File: src/rtl/ptpc_pkg.sv
// Shared types, constants and channel arithmetic for the page-turn pixel compositor.
`timescale 1ns / 1ps
package ptpc_pkg;

   localparam int NW = 24;
   localparam int DW = 12;

   localparam logic [1:0] CSR_WIDTH = 2'd0;
   localparam logic [1:0] CSR_PHASE = 2'd1;
   localparam logic [1:0] CSR_DIR   = 2'd2;

   localparam logic [31:0] CH_MASK    = 32'h0000_00ff;
   localparam logic [31:0] ALPHA_MASK = 32'hff00_0000;

   typedef enum logic [2:0] {
      SEL_OLD, SEL_NEW, SEL_DK_OLD, SEL_DK_NEW, SEL_LIGHT, SEL_DARK
   } sel_type;

   typedef enum logic [2:0] {
      CFG_IDLE, CFG_LOAD, CFG_DIV, CFG_SQRT, CFG_ROUND, CFG_SETTLE
   } cfg_state_type;

   typedef struct packed {
      logic [12:0]        w;
      logic [11:0]        p;
      logic               dir;
      logic [11:0]        m;
      logic [7:0]         q;
      logic [6:0]         hg;
      logic [12:0]        b1;
      logic [12:0]        b2;
      logic [12:0]        b3;
      logic [12:0]        b4;
      logic               ph_zero;
      logic               ph_half;
      logic signed [15:0] s_lo;
      logic signed [15:0] s_hi;
   } cfg_type;

   typedef struct packed {
      sel_type     sel;
      logic [31:0] old_pixel;
      logic [31:0] new_pixel;
      logic [31:0] shifted;
      logic [6:0]  hg;
      logic        half;
   } pix_type;

   typedef struct packed {
      logic [DW-1:0] rem;
      logic [NW-1:0] nq;
      logic [DW-1:0] div;
      pix_type       pix;
   } stage_type;

   function automatic logic [12:0] clamp_w(input logic signed [15:0] v, input logic [12:0] w);
      logic [12:0] r;
      if (v < 16'sd0) r = '0;
      else if (v > $signed({3'b000, w})) r = w;
      else r = v[12:0];
      return r;
   endfunction

   function automatic logic [31:0] darken(input logic [31:0] c, input logic [31:0] f);
      logic [31:0] mask, t, prod, r;
      r = '0;
      for (int k = 0; k < 3; k++) begin
         mask = CH_MASK << (8 * k);
         t    = c & mask;
         prod = t * f;
         r    = r | ((t - (prod >> 8)) & mask);
      end
      return r | (c & ALPHA_MASK);
   endfunction

   function automatic logic [31:0] lighten(input logic [31:0] c, input logic [31:0] f);
      logic [31:0] mask, t, prod, r;
      r = '0;
      for (int k = 0; k < 3; k++) begin
         mask = CH_MASK << (8 * k);
         t    = c & mask;
         prod = (mask - t) * f;
         r    = r | (((prod >> 8) + t) & mask);
      end
      return r | (c & ALPHA_MASK);
   endfunction

   function automatic logic [31:0] mix(input logic [31:0] a, input logic [31:0] b,
                                       input logic [31:0] al);
      logic [31:0] mask, x, y, prod, r;
      r = '0;
      for (int k = 0; k < 3; k++) begin
         mask = CH_MASK << (8 * k);
         x    = a & mask;
         y    = b & mask;
         prod = (y - x) * al;
         r    = r | (((prod >> 8) + x) & mask);
      end
      return r;
   endfunction

endpackage

File: src/rtl/ptpc_div_cell.sv
// One restoring-divide cell: yields one quotient bit and carries the pixel along.
`timescale 1ns / 1ps
module ptpc_div_cell import ptpc_pkg::*; (
   input  logic      clock,
   input  logic      reset,
   input  logic      adv,
   input  logic      in_valid,
   input  stage_type in_stage,
   output logic      out_valid,
   output stage_type out_stage
);

   logic          valid_ff;
   stage_type     stage_ff, stage_in;
   logic [DW:0]   rem_s;
   logic          ge;

   always_comb begin
      rem_s        = {in_stage.rem, in_stage.nq[NW-1]};
      ge           = rem_s >= {1'b0, in_stage.div};
      stage_in     = in_stage;
      stage_in.rem = ge ? DW'(rem_s - {1'b0, in_stage.div}) : rem_s[DW-1:0];
      stage_in.nq  = {in_stage.nq[NW-2:0], ge};
   end

   always_ff @(posedge clock) begin
      if (reset) valid_ff <= 1'b0;
      else if (adv) valid_ff <= in_valid;
   end

   always_ff @(posedge clock) begin
      if (adv) stage_ff <= stage_in;
   end

   assign out_valid = valid_ff;
   assign out_stage = stage_ff;

endmodule

File: config.mk
export PLATFORM = sky130hd
export DESIGN_NAME = ptpc_div_cell
export DESIGN_NICKNAME = d
export VERILOG_FILES = /design/src/rtl/ptpc_pkg.sv /design/src/rtl/ptpc_div_cell.sv
export SDC_FILE = /design/constraint.sdc
export NUM_CORES = 1
export LEC_CHECK = 0
export BUFFER_PORTS_ARGS = -buffer_cell sky130_fd_sc_hd__buf_2
export CAP_MARGIN = 40
export CORE_AREA = 2 2 121 123
export CTS_CLUSTER_DIAMETER = 40
export DETAILED_ROUTE_END_ITERATION = 8
export DIE_AREA = 0 0 123 125
export GPL_ROUTABILITY_DRIVEN = 0
export PLACE_DENSITY = 0.73
export SKIP_CTS_REPAIR_TIMING = 1
export SYNTH_ARGS = -nofsm -noshare
export SYNTH_HDL_FRONTEND = slang
export SYNTH_SLANG_ARGS = --single-unit
File: constraint.sdc
create_clock -name clock -period 5.5 [get_ports clock]
set_input_delay 0.275 -clock clock [delete_from_list [all_inputs] [get_ports clock]]
set_output_delay 0.275 -clock clock [all_outputs]
set_load 0.01 [all_outputs]
# Word-level counts from Yosys, hierarchy flattened
# Cells that the tools add are included.
dict set report word_totals {
  regBits 156
  input_bits 159
  output_inout_bits 156
}
dict set report op_classes {
  n_mux 1
  n_addsub 1
  magnitude_cmp 1
}
# op n
set op_table {}
lappend op_table {{13-bit by 12-bit >= comparator with 1-bit output} 1}
lappend op_table {{12-bit 2-to-1 mux} 1}
lappend op_table {{12-bit subtractor} 1}

# Logic depth before layout (Yosys ltp)
dict set report logic_depth {
  ltp_word 2
  mapped_depth 9
  mapped_depth_nobuf 9
}

# Worst setup path after synthesis
# OpenSTA, ideal clock, no wires.
dict set report synth_timing {
  path_kind {in2reg}
  startpoint {input port in_stage[108] (netlist bit)}
  endpoint {register stage_ff (netlist bit out_stage[147]), data pin}
  slack_ns 2.956
  arrival_ns 2.284
  stages 9
  cell_sequence {inv_1 ha_1 nor2b_4 o31a_1 o31a_1 o311a_4 nor4_4 buf_8 mux2_4}
}
# element line_no
set synth_lines {}
lappend synth_lines {{from (decl)} ptpc_div_cell.sv:8} ;# input stage_type in_stage,
lappend synth_lines {{to (signal assigned)} ptpc_div_cell.sv:32} ;# if (adv) stage_ff <= stage_in;
lappend synth_lines {{to (decl)} ptpc_div_cell.sv:14} ;# stage_type stage_ff, stage_in;

==> impl_results.md <==
* Status: finished, final reports clean
* Dpl cells at 764
* Setup-failing EPs final at 0
* Synth Instances at 266
* Pwr dens at 362 nW/um^2
* Final Critical Period at 2.67 ns
* Worst Path Required at 5.66 ns
* Post-synth cell types at 37
* Yosys warns at 0
* Die width at 123 um
* Pre-CTS WS at 2.42 ns
* # Max-Cap Violations at 0
* H-tree Lvls at 4
* Top Family by Delay on Critical Path: compound AO/OA/AOI/OAI gates
* Fin Setup TNS at 0 ns
* CTS clock-pin slew for the worst setup and hold paths at 0.06 ns
* Starting Density at 39.0%
* I/O pins at 315
* Slew HR at 42.3%
* First-pass GRT wire length at 18900 um
* Seq/Total Area, Yosys at 84.3%
* Final WL at 13300 um
* Largest net degree at the start of global routing at 97
* Vias at 3576
* DRT iter0 DRCs at 212
* Die H at 125 um
* Fmax at 0.375 GHz
* Nets at 771
* Critical Path Sink Type: flip-flop
* Syn Nets at 438
* Synth Register Bits at 156
* Vias in the first global route at 3657
* Crit path DAT at 2.83 ns
* Utilization after layout at 55.5%
* CP max stage cell: nor4_4
* Reg2reg start: out_valid
* Site Rows at 44
* Clock Latency Late Sink at 0.41 ns
* Final ANT Viol Nets at 0
* Post-route DRC at 0
* RSZ-0062 raised after global routing: false
* Core Footprint at 14200 sq um
* Initial antenna violation count at 0
* Tightest Pin Transition at 0.865 ns
* CP Buf/Inv Count at 3
* WL/cell at 16.6 um
* Cell Chain, Critical Path: buf_2, inv_1, ha_1, a21oi_1, o211ai_1, o311a_4, nor4_4, buf_6, mux2_2
* CP peak stage delay at 0.47 ns
* Skew final at 0 ns
* GRT Overall Usage at 16.7%
* Share of cells above drive strength 1 at 58.7%
* CTS Root Cell: clkbuf_16
* Hold path start: reset
* Period utilization at 48.5%
* Max IR drop VDD at 0.000190 V
* CP Launch Type: input pin
* Clock sinks at 156
* Fin. max-slew vios at 0
* Die area at 15400 sq um
* Fin. Hold Viols at 0
* Average cell area after synthesis at 20.8 sq um
* Crit Path Class: input pin to flip-flop
* Leak at 3.44 nW
* Fin cells at 797
* Clock buffer depth at 2
* Via/cell ratio at 4.49
* Pre-Repair DR Iteration Count at 5
* Final Worst Setup Slack at 2.83 ns
* Cts bufs inserted at 17
* Hold crit path type: input pin to flip-flop
* CTS tree: yes
* Cell area after synthesis at 5540 sq um
* DP HPWL at 10200 um
* GRT overflow at 0
* Crit path from: in_stage[113]
* Area growth from synthesis to layout at 42.3%
* I/O Buffers at 314
* Crit Path Max Fanout at 8
==> final cells by class <==
| type | count | area [sq um] |
|---|---|---|
| flip-flops and latches | 156 | 4670 |
| inverters | 15 | 56.3 |
| clock inverters | 12 | 98.8 |
| well taps | 184 | 230 |
| clock buffers | 20 | 437 |
| fillers | 1202 | 6310 |
| diodes | 1 | 2.50 |
| repair buffers | 316 | 1600 |
| multi-input cells | 93 | 795 |
==> placed cells by master (no fill, tap or decap), types with 2 or more instances in the layout <==
| cell | instances |
|---|---|
| buf_2 | 313 |
| edfxtp_1 | 155 |
| clkbuf_16 | 17 |
| inv_1 | 15 |
| ha_1 | 12 |
| nor2_1 | 10 |
| nand3_1 | 9 |
| mux2_4 | 7 |
| a21oi_1 | 5 |
| xnor2_1 | 5 |
| clkinv_2 | 5 |
| nand2_1 | 4 |
| nor2b_1 | 4 |
| mux2i_1 | 4 |
| nor3_1 | 3 |
| xor2_1 | 3 |
| o21ai_0 | 3 |
| mux2_2 | 3 |
| clkbuf_1 | 3 |
| clkinvlp_4 | 3 |
| o21a_1 | 2 |
| o31a_1 | 2 |
| buf_6 | 2 |
==> stage by stage <==
step,area [sq um],hold slack (ns),power (mW)
floorplan,5540,0.347,1.63
global placement,7340,0.438,1.82
detailed placement,7350,0.453,1.83
CTS,7890,0.00969,2.89
global route,7890,0.0167,2.96
finish,7890,0.0294,2.85
==> worst register-to-register path, stage by stage, from the launching register on <==
cell and delay (ns):
dfxtp_1 0.31, mux2i_1 0.14, nor2_1 0.06
==> report_power, final <==
group | internal, mW | leakage, nW | switching, mW
Combinational | 0.161 | 1.66 | 0.188
Sequential | 1.42 | 1.53 | 0.0241
Clock | 0.617 | 0.257 | 0.438
Total | 2.20 | 3.44 | 0.650
==> kinds of logic after synthesis <==
logic type / after synthesis / share of synthesized area [%]
buf+inv: 17 / 1.35
compound gates: 23 / 3.30
flops: 156 / 84.3
simple gates: 35 / 3.48
mux: 14 / 3.23
fa+ha+maj: 13 / 3.07
xor+xnor: 8 / 1.26
==> registers in the layout, indices dropped and copies added, names as in the netlist <==
signal / count
out_stage: 155
out_valid: 1
==> Yosys cell counts (all sizes together) <==
library cell    n  area, sq um
buf             1         15.0
and2b           1         7.51
a221oi          1         8.76
nor4            2         27.5
xnor2           5         43.8
clkbuf          1         3.75
and3            1         6.26
dfxtp           1         20.0
mux2           10          139
a21boi          1         7.51
a22oi           1         7.51
nand3           9         45.0
edfxtp        155         4650
o221a           1         11.3
o31ai           1         7.51
a21oi           5         25.0
o211ai          1         7.51
o41a            1         11.3
o31a            2         17.5
mux2i           4         40.0
o21bai          1         7.51
fa              1         20.0
inv            15         56.3
o2111a          1         11.3
o21a            2         15.0
ha             12          150
nor3            3         15.0
a31o            1         8.76
xor2            3         26.3
o311a           1         21.3
o21ai           3         15.0
nand2           4         15.0
nor2           10         37.5
nor2b           5         38.8
==> worst paths after layout <==
kind	slack (ns)	depth (start not counted)	end
max	2.83	9	out_stage[145]
max reg2reg	4.89	2	out_valid
min	0.03	2	out_valid
min reg2reg	0.53	2	out_valid
==> per-layer routing <==
metal  global-route usage, %  share of wire, %  up-vias
met5                       0                 0        -
met4                    7.02               2.2        0
met3                    5.47               8.9       23
met2                    29.9                53      173
met1                    17.8                36     1668
li1                        -                 -     1712
Note: power is estimated with default switching activity, not from simulation.
