**src/rtl/ptpc_pkg.sv**
```systemverilog
// Shared types, constants and channel arithmetic for the page-turn pixel compositor.
`timescale 1ns / 1ps
package ptpc_pkg;

   localparam int NW = 24;
   localparam int DW = 12;

   localparam logic [1:0] CSR_WIDTH = 2'd0;
   localparam logic [1:0] CSR_PHASE = 2'd1;
   localparam logic [1:0] CSR_DIR   = 2'd2;

   localparam logic [31:0] CH_MASK    = 32'h0000_00ff;
   localparam logic [31:0] ALPHA_MASK = 32'hff00_0000;

   typedef enum logic [2:0] {
      SEL_OLD, SEL_NEW, SEL_DK_OLD, SEL_DK_NEW, SEL_LIGHT, SEL_DARK
   } sel_type;

   typedef enum logic [2:0] {
      CFG_IDLE, CFG_LOAD, CFG_DIV, CFG_SQRT, CFG_ROUND, CFG_SETTLE
   } cfg_state_type;

   typedef struct packed {
      logic [12:0]        w;
      logic [11:0]        p;
      logic               dir;
      logic [11:0]        m;
      logic [7:0]         q;
      logic [6:0]         hg;
      logic [12:0]        b1;
      logic [12:0]        b2;
      logic [12:0]        b3;
      logic [12:0]        b4;
      logic               ph_zero;
      logic               ph_half;
      logic signed [15:0] s_lo;
      logic signed [15:0] s_hi;
   } cfg_type;

   typedef struct packed {
      sel_type     sel;
      logic [31:0] old_pixel;
      logic [31:0] new_pixel;
      logic [31:0] shifted;
      logic [6:0]  hg;
      logic        half;
   } pix_type;

   typedef struct packed {
      logic [DW-1:0] rem;
      logic [NW-1:0] nq;
      logic [DW-1:0] div;
      pix_type       pix;
   } stage_type;

   function automatic logic [12:0] clamp_w(input logic signed [15:0] v, input logic [12:0] w);
      logic [12:0] r;
      if (v < 16'sd0) r = '0;
      else if (v > $signed({3'b000, w})) r = w;
      else r = v[12:0];
      return r;
   endfunction

   function automatic logic [31:0] darken(input logic [31:0] c, input logic [31:0] f);
      logic [31:0] mask, t, prod, r;
      r = '0;
      for (int k = 0; k < 3; k++) begin
         mask = CH_MASK << (8 * k);
         t    = c & mask;
         prod = t * f;
         r    = r | ((t - (prod >> 8)) & mask);
      end
      return r | (c & ALPHA_MASK);
   endfunction

   function automatic logic [31:0] lighten(input logic [31:0] c, input logic [31:0] f);
      logic [31:0] mask, t, prod, r;
      r = '0;
      for (int k = 0; k < 3; k++) begin
         mask = CH_MASK << (8 * k);
         t    = c & mask;
         prod = (mask - t) * f;
         r    = r | (((prod >> 8) + t) & mask);
      end
      return r | (c & ALPHA_MASK);
   endfunction

   function automatic logic [31:0] mix(input logic [31:0] a, input logic [31:0] b,
                                       input logic [31:0] al);
      logic [31:0] mask, x, y, prod, r;
      r = '0;
      for (int k = 0; k < 3; k++) begin
         mask = CH_MASK << (8 * k);
         x    = a & mask;
         y    = b & mask;
         prod = (y - x) * al;
         r    = r | (((prod >> 8) + x) & mask);
      end
      return r;
   endfunction

endpackage

```
**src/rtl/ptpc_blend.sv**
```systemverilog
// Shading of the channels, then crease mixing into the result register.
`timescale 1ns / 1ps
module ptpc_blend import ptpc_pkg::*; (
   input  logic        clock,
   input  logic        reset,
   input  logic        adv,
   input  logic        in_valid,
   input  stage_type   in_stage,
   output logic        rsp_valid,
   output logic [31:0] rsp_pixel
);

   logic        e1_valid_ff, rsp_valid_ff;
   logic [31:0] a_ff, a_in, b_ff, b_in, old_ff, new_ff, rsp_ff, rsp_in;
   sel_type     sel_ff;
   logic [7:0]  al_ff;
   logic [NW-1:0] f;
   logic [31:0] f32, src;

   always_comb begin
      f   = in_stage.pix.half ? {1'b0, in_stage.nq[NW-1:1]} : in_stage.nq;
      f32 = {{(32 - NW){1'b0}}, f};
      case (in_stage.pix.sel)
         SEL_DK_OLD: src = in_stage.pix.old_pixel;
         SEL_DK_NEW: src = in_stage.pix.new_pixel;
         default:    src = in_stage.pix.shifted;
      endcase
      b_in = (in_stage.pix.sel == SEL_LIGHT) ? lighten(src, f32) : darken(src, f32);
      a_in = darken(in_stage.pix.old_pixel, {25'd0, in_stage.pix.hg});
   end

   always_comb begin
      case (sel_ff)
         SEL_OLD:    rsp_in = old_ff;
         SEL_NEW:    rsp_in = new_ff;
         SEL_DK_OLD: rsp_in = b_ff;
         SEL_DK_NEW: rsp_in = b_ff;
         SEL_LIGHT:  rsp_in = mix(a_ff, b_ff, {24'd0, al_ff}) | (old_ff & ALPHA_MASK);
         SEL_DARK:   rsp_in = mix(a_ff, b_ff, {24'd0, al_ff}) | (old_ff & ALPHA_MASK);
         default:    rsp_in = old_ff;
      endcase
   end

   always_ff @(posedge clock) begin
      if (reset) begin
         e1_valid_ff  <= 1'b0;
         rsp_valid_ff <= 1'b0;
      end else if (adv) begin
         e1_valid_ff  <= in_valid;
         rsp_valid_ff <= e1_valid_ff;
      end
   end

   always_ff @(posedge clock) begin
      if (adv) begin
         a_ff   <= a_in;
         b_ff   <= b_in;
         old_ff <= in_stage.pix.old_pixel;
         new_ff <= in_stage.pix.new_pixel;
         sel_ff <= in_stage.pix.sel;
         al_ff  <= in_stage.pix.shifted[31:24];
         rsp_ff <= rsp_in;
      end
   end

   assign rsp_valid = rsp_valid_ff;
   assign rsp_pixel = rsp_ff;

endmodule

```
**config.mk**
```make
export PLATFORM = sky130hd
export DESIGN_NAME = ptpc_blend
export DESIGN_NICKNAME = d
export VERILOG_FILES = /design/src/rtl/ptpc_pkg.sv /design/src/rtl/ptpc_blend.sv
export SDC_FILE = /design/constraint.sdc
export NUM_CORES = 2
export LEC_CHECK = 0
export ABC_AREA = 1
export BUFFER_PORTS_ARGS = -buffer_cell sky130_fd_sc_hd__buf_2
export CORE_MARGIN = 2
export CORE_UTILIZATION = 59
export CTS_BUF_LIST = sky130_fd_sc_hd__clkbuf_8 sky130_fd_sc_hd__clkbuf_16
export DETAILED_ROUTE_END_ITERATION = 10
export PLACE_DENSITY_LB_ADDON = 0.2
export SKIP_LAST_GASP = 1
export SLEW_MARGIN = 20
export SYNTH_ARGS = -nofsm -noshare
export SYNTH_HDL_FRONTEND = slang
export SYNTH_SLANG_ARGS = --single-unit
```
**constraint.sdc**
```tcl
create_clock -name clock -period 8.5 [get_ports clock]
set_input_delay 1.275 -clock clock [delete_from_list [all_inputs] [get_ports clock]]
set_output_delay 1.275 -clock clock [all_outputs]
set_load 0.05 [all_outputs]
```
-- Word-level counts from Yosys, hierarchy flattened
Index checks and enable logic that the tools add are counted.
- flip-flop bits (word level): 165
- word-level logic and storage cells: 65
- add/sub/neg operators: 18
- multipliers: 12
- equal/unequal tests: 8
- muxes and demuxes: 4
- bitwise logic cells: 12
- reductions and logical operators: 2
- operators with widths (operator ; number):
    $pmux 32 s3 ; 1
    $mul 8x24->16 ; 3
    $or 16x24->24 ; 3
    $or 24x32->32 ; 2
    $or 8x16->16 ; 4
    $pmux 32 s2 ; 1
    $add 24x24->24 ; 2
    $mul 8x7->15 ; 3
    $add 16x16->16 ; 2
    $mul 25x25->32 ; 1
    $mul 32x8->16 ; 1
    $mul 32x8->32 ; 1
    $mux 32 ; 1
    $or 32x24->32 ; 1
    $or 32x32->32 ; 1
    $mul 17x25->24 ; 1
    $mul 9x25->16 ; 1
    $sub 24x24->25 ; 1
    $sub 24x24->25 const A ; 1
    $mul 17x9->24 ; 1
    $mux 24 ; 1
    $or 24x1->24 const B ; 1
    $sub 24x23->24 ; 1
    $sub 24x24->24 ; 1
    other kinds (13) ; 20

-- Longest topological paths before layout
- depth in word-level cells: 9
- mapped depth: 44
- gate-level depth less buffers: 42

-- Worst setup path after synthesis
No wires, ideal clock.
- path type: input-to-reg
- start: input in_stage[0] (netlist bit)
- end: register b_ff[23], data pin
- setup time: 253 ps
- arrival time: 7809 ps
- data required time: 8247 ps
- slack: 438 ps
- cell stages on the path: 35
- path through: buf_2 clkbuf_1 nand2_1 o21ai_1 clkbuf_1 nand2_1 fa_1 fa_1 fa_1 inv_1 ha_1 fa_1 inv_1 fa_1 fa_1 inv_1 ha_1 nand2_1 inv_1 nand3_1 nor2_1 nor3_1 o31ai_1 xor2_1 ha_1 nand2_1 o21ai_0 a21oi_1 xor2_1 inv_1 nand2_1 nand2_1 nand3b_1 nand3_1 nand2_1
- longest elaborated chain between the ends: 6
- ends and longest elaborated chain (what ; line ; RTL):
    start: declaration ; ptpc_blend.sv:8 ; input stage_type in_stage,
    $mux 24 (*) ; ptpc_blend.sv:21 ; f = in_stage.pix.half ? {1'b0, in_stage.nq[NW-1:1]} : in_stage.nq;
    $mul 25x25->32 / $mul 8x24->16 (equally long branches) ; ptpc_pkg.sv:82, ptpc_pkg.sv:70 ;
    $add 24x24->24 / $sub 24x24->24 (equally long branches) ; ptpc_pkg.sv:83, ptpc_pkg.sv:71 ;
    $or 16x24->24 (on tied branches) ; ptpc_pkg.sv:83, ptpc_pkg.sv:71 ;
    $or 24x32->32 (on tied branches) ; ptpc_pkg.sv:85, ptpc_pkg.sv:73 ;
    $mux 32 (*) ; ptpc_blend.sv:28 ; b_in = (in_stage.pix.sel == SEL_LIGHT) ? lighten(src, f32) : darken(src, f32);
    via b_in[23] ; ptpc_blend.sv:14 ; logic [31:0] a_ff, a_in, b_ff, b_in, old_ff, new_ff, rsp_ff, rsp_in;
    end signal: assignment ; ptpc_blend.sv:57 ; b_ff <= b_in;
    end: declaration ; ptpc_blend.sv:14 ;
The timed path passes the listed nets; every way through them passes the cells marked *.
A chain may end at the register's enable or synchronous reset.

-- Worst setup path in the final report
- start: input in_stage[106] (netlist bit)
- end: register b_ff[15], data pin
- longest elaborated chain between the ends: 9
- ends and longest elaborated chain (what ; line ; RTL):
    $eq 3x2->1 ; ptpc_blend.sv:23 ; case (in_stage.pix.sel)
    $pmux 32 s2 ; ptpc_blend.sv:23 ;
    $sub 16x16->17 ; ptpc_pkg.sv:82 ; prod = (mask - t) * f;
    $mul 17x25->24 ; ptpc_pkg.sv:82 ;
    $add 16x16->16 ; ptpc_pkg.sv:83 ; r = r | (((prod >> 8) + t) & mask);
    $or 8x16->16 ; ptpc_pkg.sv:83 ;
    $or 16x24->24 ; ptpc_pkg.sv:83 ;
    $or 24x32->32 ; ptpc_pkg.sv:85 ; return r | (c & ALPHA_MASK);
    $mux 32 (*) ; ptpc_blend.sv:28 ;
    via b_in[15] ; ptpc_blend.sv:14 ;
Marks and branches as above.

==> results.toml <==
[outcome]
outcome = "completed"

[synthesis]
synthCells = 5334
synth_ff_type = "edfxtp_1"
yosys_warnings = 0
synth.area.top_cells = "fa_1, ha_1, inv_1, edfxtp_1, nand2_1"
synth.cells.most_frequent = "inv_1, nand2_1, fa_1, ha_1, nor2_1"
synth_edf_count = 163
syn_nets = 6596
yosysMostFrequentCell = "inv_1"
synth_top_cell_by_area = "fa_1"
yosysTopAreaCellShare_pct = 30.45
synth.distinct_cells = 59
synth_seq_cells = 165
synth_seq_area_share_pct = 12.01
synth_area_um2 = 41090
synthArstFlopShare_pct = 0
syn_area_per_cell_um2 = 7.704

[cts]
htree_levels = 4
tritoncts.num_buffers = 17
clock_path_buffers = 2
clkTransAtPathRegs_ns = 0.08
post_cts_resize_count = 0
root_buffer = "clkbuf_16"
cts_num_sinks = 165
cts_tree = "yes"
clock_latency_ns = 0.47
hold_buffers = 0

[layout]
final_cell_count_no_fill = 6412
syn2layout_area_growth_pct = 7.134
design_area_um2 = 44020
nNetsFinal = 6729
fill_cells = 6028
drive_gt1_share_pct = 7.500
regArea_um2 = 4935
multi_input_area_um2 = 30420

[critical_path]
path_depth = 40
path_common_cell = "nand2_1"
start_kind = "input port"
required_ns = 8.71
critical_path_class = "in -> reg"
end_kind = "register"
r2r_cells = 35
reg2reg_slack_ns = 0.60
path_delay_family = "adder cells"
slowest_delay_ns = 0.53
worstPathMaxFanout = 15
crit_arrival_ns = 8.27
slowest_stage = "fa_1"
path_buf_inv = 11

[global_routing]
antenna_found_initial = 4
grt_pass1_vias = 34620
track_usage_pct = 32.57
grt_pass1_wl_mm = 181.3
grt_overflow = 0
grt_max_degree = 101

[placed_design]
dp.cells = 6375
dp_hpwl_mm = 91.09
place_area_um2 = 43370
portBuffers = 160
gp_congestion = 0.9610

[die]
die_x_um = 267.9
num_rows = 96
fp.coreArea_um2 = 68830
die_h_um = 267.9
io_pins = 192
dieArea_um2 = 71780
start_util_pct = 59.71

[sta]
worstMarginPinSlew_ns = 1.074
setup_violations = 0
fmax_ghz = 0.1241
min_period_ns = 8.057
final_max_slew_viol_count = 0
worst_clock_skew_ns = 0.01865
slew_headroom_pct = 28.32
rsz0062_at_grt = "yes"
final_hold_viol_count = 0
finalCritPeriodShare_pct = 94.79

[run]
maxCapViolations = 0

[drt]
dr_wl_met2_mm = 51.00
via_per_inst = 5.340
drc = 0
drt_iter0_drc = 2645
wl_per_cell_um = 17.46
drt_first_pass_iters = 6
drt_wl_total_mm = 112.0
routed.top_layer = "met5"
wl_met3_mm = 10.71
met1_length_mm = 46.35
ant_nets = 0
vias = 34240

[worst_hold_path]
hp-class = "reg -> reg"
whs_path_depth = 2
-- placed cells by master, fill, tap and decap left out, types with 6 or more instances in the layout --
cell type  instances
o21ai_0           74
clkinv_1           8
o31ai_1            7
xor2_1           106
nand3_1          119
nor3_1            28
buf_2            159
nor2_2             6
inv_1           1324
a21o_1            14
nand2_2           12
or2_2             16
o21bai_1          13
buf_12             6
ha_1             478
fa_1             625
nand3b_1          16
xnor2_1           69
a211oi_1           7
nand4_1           45
buf_4            124
o21ai_1            7
o21ai_2           16
inv_2             10
nand2_1         1301
o22ai_1           10
nand3_2           16
a22oi_1           19
clkbuf_16         17
inv_6              6
edfxtp_1         163
nor2_1           406
a21oi_1          183
-- timing repair --
action,CTS,global route
endpoints found under the setup margin,0,1
endpoints found under the hold margin,0,0
setup buffers,0,4
-- area by class of cell --
| type | instances | area share (%) |
|---|---|---|
| diodes | 1 | 0.005684 |
| flip-flops and latches | 165 | 11.21 |
| repair buffers | 290 | 4.220 |
| multi-input cells | 3651 | 69.09 |
| inverters | 1342 | 11.44 |
| clock inverters | 15 | 0.4206 |
| clock buffers | 17 | 0.9663 |
| well taps | 931 | 2.646 |
-- layer usage --
metal	up-vias	track usage, %
li1	16220	-
met1	16440	44.38
met2	1356	53.35
met3	218	4.985
met4	4	10.99
met5	-	0
-- flip-flops by register name (all words and copies together) (netlist names) --
name / count
b_ff: 32
new_ff: 32
old_ff: 32
rsp_pixel: 32
a_ff: 24
al_ff: 8
sel_ff: 3
e1_valid_ff: 1
rsp_valid: 1
-- cells by family (layout without fill, tap and decap cells) --
family / Yosys count / in the layout / synth area share [%]
compound gates: 383 / 383 / 5.374
xor+xnor: 177 / 177 / 3.809
fa+ha+maj: 1103 / 1103 / 45.00
buf+inv: 1518 / 1664 / 14.12
flops: 165 / 165 / 12.01
mux: 1 / 1 / 0.02436
other cells: 0 / 1 / 0
simple gates: 1987 / 1987 / 19.66
-- metrics by stage --
stage | utilization (%) | setup TNS [ns] | hold slack (ns) | setup WS, ns
3_5_place_dp | 63.01 | -0.01574 | 0.4551 | -0.01574
2_1_floorplan | - | 0 | 0.4303 | 0.4383
3_3_place_gp | 63.01 | -0.02731 | 0.4425 | -0.02731
6_report | 63.97 | 0 | 0.4550 | 0.4431
5_1_grt | 63.96 | -0.02824 | 0.4626 | -0.02824
4_1_cts | 63.90 | 0 | 0.4459 | 0.4302
-- path summary, 6_finish.rpt --
path	startpoint	endpoint
worst min-delay path	e1_valid_ff$_SDFFE_PP0P_	rsp_valid$_SDFFE_PP0P_
worst min register to register	e1_valid_ff$_SDFFE_PP0P_	rsp_valid$_SDFFE_PP0P_
worst max-delay path	in_stage[106]	b_ff[15]$_DFFE_PP_
worst max register to register	a_ff[2]$_DFFE_PP_	rsp_pixel[7]$_DFFE_PP_
-- worst min-delay path, stage by stage, from the launching register on --
cell     delay [ns]
dfxtp_1        0.31
nand2_1        0.06
a21oi_1        0.06
Power is not shown: default switching activity piles up to over one toggle a cycle in this logic, so the estimate is an artifact.
