[src/rtl/ptpc_pkg.sv]
// Shared types, constants and channel arithmetic for the page-turn pixel compositor.
`timescale 1ns / 1ps
package ptpc_pkg;

   localparam int NW = 24;
   localparam int DW = 12;

   localparam logic [1:0] CSR_WIDTH = 2'd0;
   localparam logic [1:0] CSR_PHASE = 2'd1;
   localparam logic [1:0] CSR_DIR   = 2'd2;

   localparam logic [31:0] CH_MASK    = 32'h0000_00ff;
   localparam logic [31:0] ALPHA_MASK = 32'hff00_0000;

   typedef enum logic [2:0] {
      SEL_OLD, SEL_NEW, SEL_DK_OLD, SEL_DK_NEW, SEL_LIGHT, SEL_DARK
   } sel_type;

   typedef enum logic [2:0] {
      CFG_IDLE, CFG_LOAD, CFG_DIV, CFG_SQRT, CFG_ROUND, CFG_SETTLE
   } cfg_state_type;

   typedef struct packed {
      logic [12:0]        w;
      logic [11:0]        p;
      logic               dir;
      logic [11:0]        m;
      logic [7:0]         q;
      logic [6:0]         hg;
      logic [12:0]        b1;
      logic [12:0]        b2;
      logic [12:0]        b3;
      logic [12:0]        b4;
      logic               ph_zero;
      logic               ph_half;
      logic signed [15:0] s_lo;
      logic signed [15:0] s_hi;
   } cfg_type;

   typedef struct packed {
      sel_type     sel;
      logic [31:0] old_pixel;
      logic [31:0] new_pixel;
      logic [31:0] shifted;
      logic [6:0]  hg;
      logic        half;
   } pix_type;

   typedef struct packed {
      logic [DW-1:0] rem;
      logic [NW-1:0] nq;
      logic [DW-1:0] div;
      pix_type       pix;
   } stage_type;

   function automatic logic [12:0] clamp_w(input logic signed [15:0] v, input logic [12:0] w);
      logic [12:0] r;
      if (v < 16'sd0) r = '0;
      else if (v > $signed({3'b000, w})) r = w;
      else r = v[12:0];
      return r;
   endfunction

   function automatic logic [31:0] darken(input logic [31:0] c, input logic [31:0] f);
      logic [31:0] mask, t, prod, r;
      r = '0;
      for (int k = 0; k < 3; k++) begin
         mask = CH_MASK << (8 * k);
         t    = c & mask;
         prod = t * f;
         r    = r | ((t - (prod >> 8)) & mask);
      end
      return r | (c & ALPHA_MASK);
   endfunction

   function automatic logic [31:0] lighten(input logic [31:0] c, input logic [31:0] f);
      logic [31:0] mask, t, prod, r;
      r = '0;
      for (int k = 0; k < 3; k++) begin
         mask = CH_MASK << (8 * k);
         t    = c & mask;
         prod = (mask - t) * f;
         r    = r | (((prod >> 8) + t) & mask);
      end
      return r | (c & ALPHA_MASK);
   endfunction

   function automatic logic [31:0] mix(input logic [31:0] a, input logic [31:0] b,
                                       input logic [31:0] al);
      logic [31:0] mask, x, y, prod, r;
      r = '0;
      for (int k = 0; k < 3; k++) begin
         mask = CH_MASK << (8 * k);
         x    = a & mask;
         y    = b & mask;
         prod = (y - x) * al;
         r    = r | (((prod >> 8) + x) & mask);
      end
      return r;
   endfunction

endpackage

[src/rtl/ptpc_cfg.sv]
// Control registers, crease strength solver and band bound precompute.
`timescale 1ns / 1ps
module ptpc_cfg import ptpc_pkg::*; #(
   parameter int MAX_WIDTH  = 4096,
   parameter int SHADE_BAND = 16
) (
   input  logic        clock,
   input  logic        reset,
   input  logic        csr_write_enable,
   input  logic [1:0]  csr_index,
   input  logic [12:0] csr_write_data,
   output logic        busy,
   output cfg_type     cfg
);

   logic [12:0]   width_ff;
   logic [11:0]   phase_ff;
   logic          dir_ff;
   cfg_state_type state_ff, state_in;
   logic [12:0]   rem_ff;
   logic [27:0]   quo_ff;
   logic [4:0]    cnt_ff;
   logic [8:0]    root_ff;
   logic [7:0]    strength_ff;
   cfg_type       cfg_ff, cfg_in;

   logic               wr_hit;
   logic [12:0]        weff, div_w;
   logic [11:0]        half, m;
   logic [27:0]        num;
   logic [13:0]        rem_s;
   logic               ge;
   logic [15:0]        area;
   logic [8:0]         trial;
   logic [17:0]        trial_sq, root_sq, round_lim;
   logic signed [15:0] ws, ps, ms, p3h;

   assign wr_hit = csr_write_enable && (csr_index inside {CSR_WIDTH, CSR_PHASE, CSR_DIR});

   assign weff  = (32'(width_ff) > MAX_WIDTH) ? 13'(MAX_WIDTH) : width_ff;
   assign div_w = (weff == '0) ? 13'd1 : weff;
   assign half  = weff[12:1];
   assign num   = (weff != '0 && half > phase_ff) ? {half - phase_ff, 16'h0000} : '0;
   assign rem_s = {rem_ff, quo_ff[27]};
   assign ge    = rem_s >= {1'b0, div_w};
   assign area  = quo_ff[16:1];
   assign trial = root_ff | (9'd1 << cnt_ff[2:0]);
   assign trial_sq  = trial * trial;
   assign root_sq   = root_ff * root_ff;
   assign round_lim = root_sq + {9'd0, root_ff};

   always_comb begin
      state_in = state_ff;
      case (state_ff)
         CFG_IDLE:   state_in = CFG_IDLE;
         CFG_LOAD:   state_in = CFG_DIV;
         CFG_DIV:    if (cnt_ff == '0) state_in = CFG_SQRT;
         CFG_SQRT:   if (cnt_ff == '0) state_in = CFG_ROUND;
         CFG_ROUND:  state_in = CFG_SETTLE;
         CFG_SETTLE: state_in = CFG_IDLE;
         default:    state_in = CFG_IDLE;
      endcase
      if (wr_hit) state_in = CFG_LOAD;
   end

   always_comb begin
      case (state_ff)
         CFG_IDLE: busy = 1'b0;
         default:  busy = 1'b1;
      endcase
   end

   always_ff @(posedge clock) begin
      if (reset) begin
         width_ff    <= 13'd2;
         phase_ff    <= '0;
         dir_ff      <= 1'b0;
         strength_ff <= '0;
         state_ff    <= CFG_SETTLE;
      end else begin
         state_ff <= state_in;
         if (csr_write_enable) begin
            case (csr_index)
               CSR_WIDTH: width_ff <= csr_write_data;
               CSR_PHASE: phase_ff <= csr_write_data[11:0];
               CSR_DIR:   dir_ff   <= csr_write_data[0];
               default:   ;
            endcase
         end
         if (state_ff == CFG_ROUND)
            strength_ff <= ({2'b00, area} > round_lim) ? 8'(root_ff + 9'd1) : root_ff[7:0];
      end
   end

   // shift-subtract divide, then one root bit per cycle
   always_ff @(posedge clock) begin
      case (state_ff)
         CFG_LOAD: begin
            rem_ff  <= '0;
            quo_ff  <= num;
            cnt_ff  <= 5'd27;
            root_ff <= '0;
         end
         CFG_DIV: begin
            rem_ff <= ge ? 13'(rem_s - {1'b0, div_w}) : rem_s[12:0];
            quo_ff <= {quo_ff[26:0], ge};
            cnt_ff <= (cnt_ff == '0) ? 5'd7 : cnt_ff - 5'd1;
         end
         CFG_SQRT: begin
            if (trial_sq <= {2'b00, area}) root_ff <= trial;
            cnt_ff <= cnt_ff - 5'd1;
         end
         default: ;
      endcase
      cfg_ff <= cfg_in;
   end

   always_comb begin
      m   = (32'(phase_ff) < SHADE_BAND) ? phase_ff : 12'(SHADE_BAND);
      ws  = $signed({3'b000, weff});
      ps  = $signed({4'h0, phase_ff});
      ms  = $signed({4'h0, m});
      p3h = (ps + (ps <<< 1)) >>> 1;
      cfg_in.w       = weff;
      cfg_in.p       = phase_ff;
      cfg_in.dir     = dir_ff;
      cfg_in.m       = m;
      cfg_in.q       = strength_ff;
      cfg_in.hg      = strength_ff[7:1];
      cfg_in.ph_zero = (phase_ff == '0);
      cfg_in.ph_half = (phase_ff == half);
      if (!dir_ff) begin
         cfg_in.b1   = clamp_w(ws - (ps <<< 1) - ms, weff);
         cfg_in.b2   = clamp_w(ws - (ps <<< 1), weff);
         cfg_in.b3   = clamp_w(ws - p3h, weff);
         cfg_in.b4   = clamp_w(ws - ps, weff);
         cfg_in.s_lo = ws - (ps <<< 1);
         cfg_in.s_hi = (ws <<< 1) - (ps <<< 1);
      end else begin
         cfg_in.b1   = clamp_w(ps, weff);
         cfg_in.b2   = clamp_w(p3h, weff);
         cfg_in.b3   = clamp_w(ps <<< 1, weff);
         cfg_in.b4   = clamp_w((ps <<< 1) + ms, weff);
         cfg_in.s_lo = (ps <<< 1) - ws;
         cfg_in.s_hi = ps <<< 1;
      end
   end

   assign cfg = cfg_ff;

endmodule

[config.mk]
export PLATFORM = sky130hd
export DESIGN_NAME = ptpc_cfg
export DESIGN_NICKNAME = d
export VERILOG_FILES = /design/src/rtl/ptpc_pkg.sv /design/src/rtl/ptpc_cfg.sv
export SDC_FILE = /design/constraint.sdc
export NUM_CORES = 1
export LEC_CHECK = 0
export ABC_AREA = 1
export ABC_CLOCK_PERIOD_IN_PS = 7000
export BUFFER_PORTS_ARGS = -buffer_cell sky130_fd_sc_hd__buf_2
export CAP_MARGIN = 20
export CORE_MARGIN = 2
export CORE_UTILIZATION = 45
export CTS_BUF_LIST = sky130_fd_sc_hd__clkbuf_8
export CTS_CLUSTER_SIZE = 40
export DETAILED_ROUTE_END_ITERATION = 10
export GPL_TIMING_DRIVEN = 0
export PLACE_DENSITY = 0.65
export SLEW_MARGIN = 20
export SYNTH_ARGS = -nofsm -noshare
export SYNTH_HDL_FRONTEND = slang
export SYNTH_SLANG_ARGS = --single-unit
[constraint.sdc]
create_clock -name clock -period 7 [get_ports clock]
set_input_delay 1.05 -clock clock [delete_from_list [all_inputs] [get_ports clock]]
set_output_delay 1.05 -clock clock [all_outputs]
set_load 0.005 [all_outputs]
-- After elaboration in Yosys (flattened, before gate mapping)
Index checks and enable logic that the tools add are counted.
- multiply operators: 2
- reduce and logical (&&, ||, !) cells: 19
- equality and inequality tests: 12
- shifts and indexed selects: 1
- add/sub/neg operators: 13
- $lt $le $gt $ge: 21
- multiplexer cells: 34
- bitwise logic cells: 1
- operator list (kind ; count):
    13-bit 2-to-1 mux ; 18
    28-bit case mux with 2 select lines ; 1
    52-bit 2-to-1 mux ; 1
    14-bit by 1-bit less-than comparator with 1-bit output (second input constant) ; 3
    13-bit by 13-bit subtractor with 14-bit output ; 3
    9-bit by 9-bit multiplier with 18-bit output ; 2
    16-bit by 14-bit greater-than comparator with 1-bit output ; 2
    16-bit by 1-bit less-than comparator with 1-bit output (second input constant) ; 2
    32-bit 2-to-1 mux ; 1
    14-bit greater-than comparator ; 2
    28-bit 2-to-1 mux ; 1
    13-bit greater-than comparator ; 2
    13-bit by 1-bit less-than comparator with 1-bit output (second input constant) ; 2
    13-bit case mux with 2 select lines ; 1
    18-bit by 9-bit adder with 18-bit output ; 1
    16-bit by 18-bit greater-than comparator with 1-bit output ; 1
    18-bit by 16-bit less-or-equal comparator with 1-bit output ; 1
    9-bit case mux with 2 select lines ; 1
    16-bit by 13-bit subtractor with 16-bit output ; 1
    5-bit case mux with 3 select lines ; 1
    14-bit by 13-bit subtractor with 15-bit output ; 1
    12-bit by 13-bit adder with 14-bit output ; 1
    13-bit by 12-bit adder with 14-bit output ; 1
    14-bit by 13-bit >= comparator with 1-bit output ; 1
    other kinds (38) ; 52
- input bits: 18
- word-level logic and storage cells: 128
- register bits: 231

-- Depth between registers and ports, before layout
- word-level depth: 8
- depth in mapped cells: 37

-- Worst setup path after synthesis
No wires, ideal clock.
- kind: reg2reg
- from: reg cnt_ff[0]
- to: reg root_ff[0] (enable)
- arrival time: 6.188 ns
- data required time: 6.616 ns
- cell stages (with the launch flop): 31
- setup slack: 0.428 ns
- library setup time: 0.384 ns
- cells stage by stage: edfxtp_1 -> inv_1 -> ha_1 -> a21oi_1 -> clkinv_1 -> nand2_1 -> fa_1 -> fa_1 -> inv_1 -> fa_1 -> inv_1 -> fa_1 -> inv_1 -> ha_1 -> nand2_1 -> inv_1 -> nand2_1 -> nand2_1 -> a21oi_1 -> o21ai_0 -> a21o_1 -> a21oi_1 -> xor2_1 -> ha_1 -> nand2_1 -> inv_1 -> o21ai_0 -> a21oi_1 -> a211oi_1 -> a21oi_1 -> o21ai_0
- longest elaborated chain between the ends: 6
- RTL lines (what ; line ; text):
    start, declared ; ptpc_cfg.sv:22 ; logic [4:0] cnt_ff;
    start signal, assigned ; ptpc_cfg.sv:107 ; cnt_ff <= (cnt_ff == '0) ? 5'd7 : cnt_ff - 5'd1;
    start signal, assigned ; ptpc_cfg.sv:111 ; cnt_ff <= cnt_ff - 5'd1;
    1-bit by 3-bit << shifter with 9-bit output ; ptpc_cfg.sv:47 ; assign trial = root_ff | (9'd1 << cnt_ff[2:0]);
    9-bit bitwise OR ; ptpc_cfg.sv:47 ;
    named net trial[6] ; ptpc_cfg.sv:34 ; logic [8:0] trial;
    9-bit by 9-bit multiplier with 18-bit output ; ptpc_cfg.sv:48 ; assign trial_sq = trial * trial;
    18-bit by 16-bit less-or-equal comparator with 1-bit output ; ptpc_cfg.sv:110 ; if (trial_sq <= {2'b00, area}) root_ff <= trial;
    2-bit inequality test (no source line) ; - ;
    2-bit AND reduction (no source line) ; - ;
    end signal, assigned ; ptpc_cfg.sv:110 ;
    end, declared ; ptpc_cfg.sv:23 ; logic [8:0] root_ff;
The timed path passes the listed nets, and every way through them passes these cells.
A chain may end at the register's enable or synchronous reset.

-- Final worst setup path
- from: reg cnt_ff[0]
- to: reg root_ff[5] (enable)
The elaborated chain is that of the path after synthesis.

==> reports/results.tsv <==
metric	value	unit
status	complete, no violations	
worst reg2reg path endpoint	root_ff[5]	
Critical Path End Type	register	
clock network latency to the later pin of the worst-skew pair	0.60	ns
placeable core area	44400	um2
Data arrival, critical path	6.91	ns
Clock transition at path regs	0.06	ns
async set-or-reset flop fraction in the synthesized netlist	0	%
commonest non-fill, non-tap cell in the layout	nand2_1	
Reg2Reg Depth	28	
CP required	7.26	ns
Slew headroom	22.6	%
Clk pwr share	16.8	%
vias per cell	5.41	
Area contributors post-synth	ha_1 18%, dfxtp_1 16%, nand2_1 11%, inv_1 8.8%, edfxtp_1 8.0%	
sequential share of the synthesized area	24.1	%
Reg2Reg Setup Slack	0.34	ns
Layout area overhead	13.1	%
total gr overflow	0	
GR Util All Layers	29.1	%
min-delay src	strength_ff[5]	
max_cap viols	0	
Yosys top cell by area	ha_1	
peak supply drop	0.180	mV
final setup violating endpoints	0	
full die area	47000	um2
Slew @ Worst Pin	1.16	ns
initial antenna violation count	1	
DR WL/cell	19.1	um
Detailed Place HPWL	53700	um
Num CTS Buffers	40	
Site Rows	77	
nets	3377	
Ys Warns	0	
CTS tree	yes	
count of final hold-check violations	0	
fmax	150	MHz
layout cell share with drive strength beyond 1	11.9	%
Die Height	217	um
Antenna diodes	0	
H-tree levels	2	
#FFs+latches synth	218	
Hold Crit Class	register to register	
skew final	0.0205	ns
Avg Inst Size Synth	7.36	um2
Post-Syn Area	20400	um2
starting density of the core	45.9	%
CP Launch Type	register	
Non-Filler Instances	3611	
CTS Sinks	218	
Post-Synthesis Cells	2769	
PD cells	341	nW/um2
worst-path maximum fanout	9	
CTS root buf	clkbuf_8	
crit path max-delay cell type	fa_1	
top_reg_cell synth	dfxtp_1	
Fillers	4327	
residual DRC count	0	
cell-internal power	4.11	mW
final slew viol count	0	
Net Sw Frac	47.8	%
Reg2Reg Launch Point	cnt_ff[0]	
Port Buffers	155	
Synth top area share	18.2	%
Overall Power	7.86	mW
RSZ-0062 raised after global routing	true	
Worst Hold End	cfg[90]	
first-pass GRT wire length	105000	um
Routed Antenna Nets	0	
IO Count	158	
DRT Pass-1 Iters	5	
largest net degree at the start of global routing	26	
Die X	217	um
Synth cell types	59	
Worst Hold Depth	0	
CP peak stage delay	0.56	ns
CP dominant cell by count	inv_1	
leakage power	12.5	nW
vias post-DR	19539	
min cycle time layout	6.66	ns
Comb pwr share	62.3	%
drt total wl	69000	um
number of global-route vias before repair	18538	
Post-synth EDFFs	54	
most frequent cells in the layout	586 x nand2_1, 483 x inv_1, 297 x ha_1	
fin crit share	95.1	%
Setup Crit Path Kind	register to register	
Psw	3.76	mW
Final GP Congestion	0.964	
placed insts	3530	
Initial DRC Count	1590	
Max clock buf depth	3	
Reg power frac	20.9	%
[per-stage QoR]
step | utilization [%] | TNS [ns] | worst slack, ns | instance area, um2 | hold slack, ns
global placement | 49.4 | -13.50 | -0.951 | 21900 | 0.341
CTS | 51.6 | 0 | 0.00856 | 22900 | 0.351
global route | 51.9 | 0 | 0.00409 | 23000 | 0.356
finish | 51.9 | 0 | 0.344 | 23000 | 0.350
detailed placement | 49.5 | -7.12 | -0.665 | 22000 | 0.338
floorplan | - | 0 | 0.428 | 20400 | 0.331
[cells by family (layout without fill, tap and decap cells)]
logic type      count (synthesis)  count (layout)  synth area share [%]
simple gates                 1048            1048                  22.1
buf+inv                       566             806                  11.1
compound gates                457             457                  12.7
fa+ha+maj                     369             369                  25.3
flops                         218             218                  24.1
xor+xnor                      109             109                  4.69
other cells                     2              12                0.0369
[state kept, by name, indices dropped and copies added (netlist names)]
| signal | count |
|---|---|
| cfg | 127 |
| strength_ff | 8 |
| state_ff | 3 |
| root_ff | 8 |
| phase_ff | 12 |
| dir_ff | 1 |
| quo_ff | 28 |
| cnt_ff | 5 |
| rem_ff | 13 |
| width_ff | 13 |
[worst max-delay path, delay by kind of cell, from the launching register on]
family / cells / cell delay (ns)
adders and majority gates: 7 / 3.01
DFF: 1 / 0.41
xor gates and xnor gates: 1 / 0.22
AOI/OAI and AO/OA: 11 / 2.01
and+or+nand+nor: 3 / 0.26
buffers and inverters: 6 / 0.44
[cell usage after synthesis, types with 15 or more instances]
cell type and count:
fa_1 72, xnor2_1 23, nor2_1 170, o21ai_0 151, nand3_1 162, a21oi_1 202
clkbuf_1 34, xor2_1 86, nor3_1 23, inv_1 478, nand2_1 589, edfxtp_1 54
dfxtp_1 164, nand4_1 55, o21bai_1 15, ha_1 297, buf_4 22, a21o_1 16
[metal layers]
layer	part of all wire (%)	global-route usage (%)	vias up
met5	0	0	-
met4	3.0	9.32	0
met3	8.4	5.35	129
met2	43	44.9	774
met1	46	41.0	9211
li1	-	-	9425
[timing repair]
| item | CTS | global route |
|---|---|---|
| endpoints found under the setup margin | 27 | 29 |
| setup buffers | 3 | 9 |
| hold buffers | 0 | 0 |
| pin swaps | 0 | 2 |
| resized for setup | 11 | 33 |
[area by class of cell]
type / count / area, um2 / area share (%)
clock buffers: 45 / 619 / 2.69
repair buffers: 171 / 920 / 3.99
plain buffers: 76 / 430 / 1.87
flip-flops and latches: 218 / 4900 / 21.3
multi-input cells: 1995 / 13400 / 58.0
well taps: 592 / 741 / 3.21
clock inverters: 26 / 226 / 0.983
inverters: 488 / 1840 / 8.00
[worst max-delay path by stage]
stage | from | end | slack (ns) | cells after the start
after floorplan | cnt_ff[0] | root_ff[0] | 0.43 | 30
after global placement | root_ff[2] | root_ff[4] | -0.95 | 27
after detailed placement | root_ff[2] | root_ff[4] | -0.67 | 27
after CTS | root_ff[0] | strength_ff[1] | 0.009 | 28
after global routing | cnt_ff[1] | root_ff[5] | 0.004 | 30
final | cnt_ff[0] | root_ff[5] | 0.34 | 28
[power by group through the flow]
| stage | clock [mW] | sequential, mW | combinational, mW |
|---|---|---|---|
| floorplan | 0 | 1.65 | 3.49 |
| global placement | 0 | 1.66 | 4.64 |
| detailed placement | 0 | 1.66 | 4.78 |
| CTS | 1.35 | 1.64 | 4.83 |
| global route | 1.40 | 1.66 | 5.54 |
| finish | 1.32 | 1.64 | 4.90 |
No activity file was read; power rests on OpenSTA's default activity.
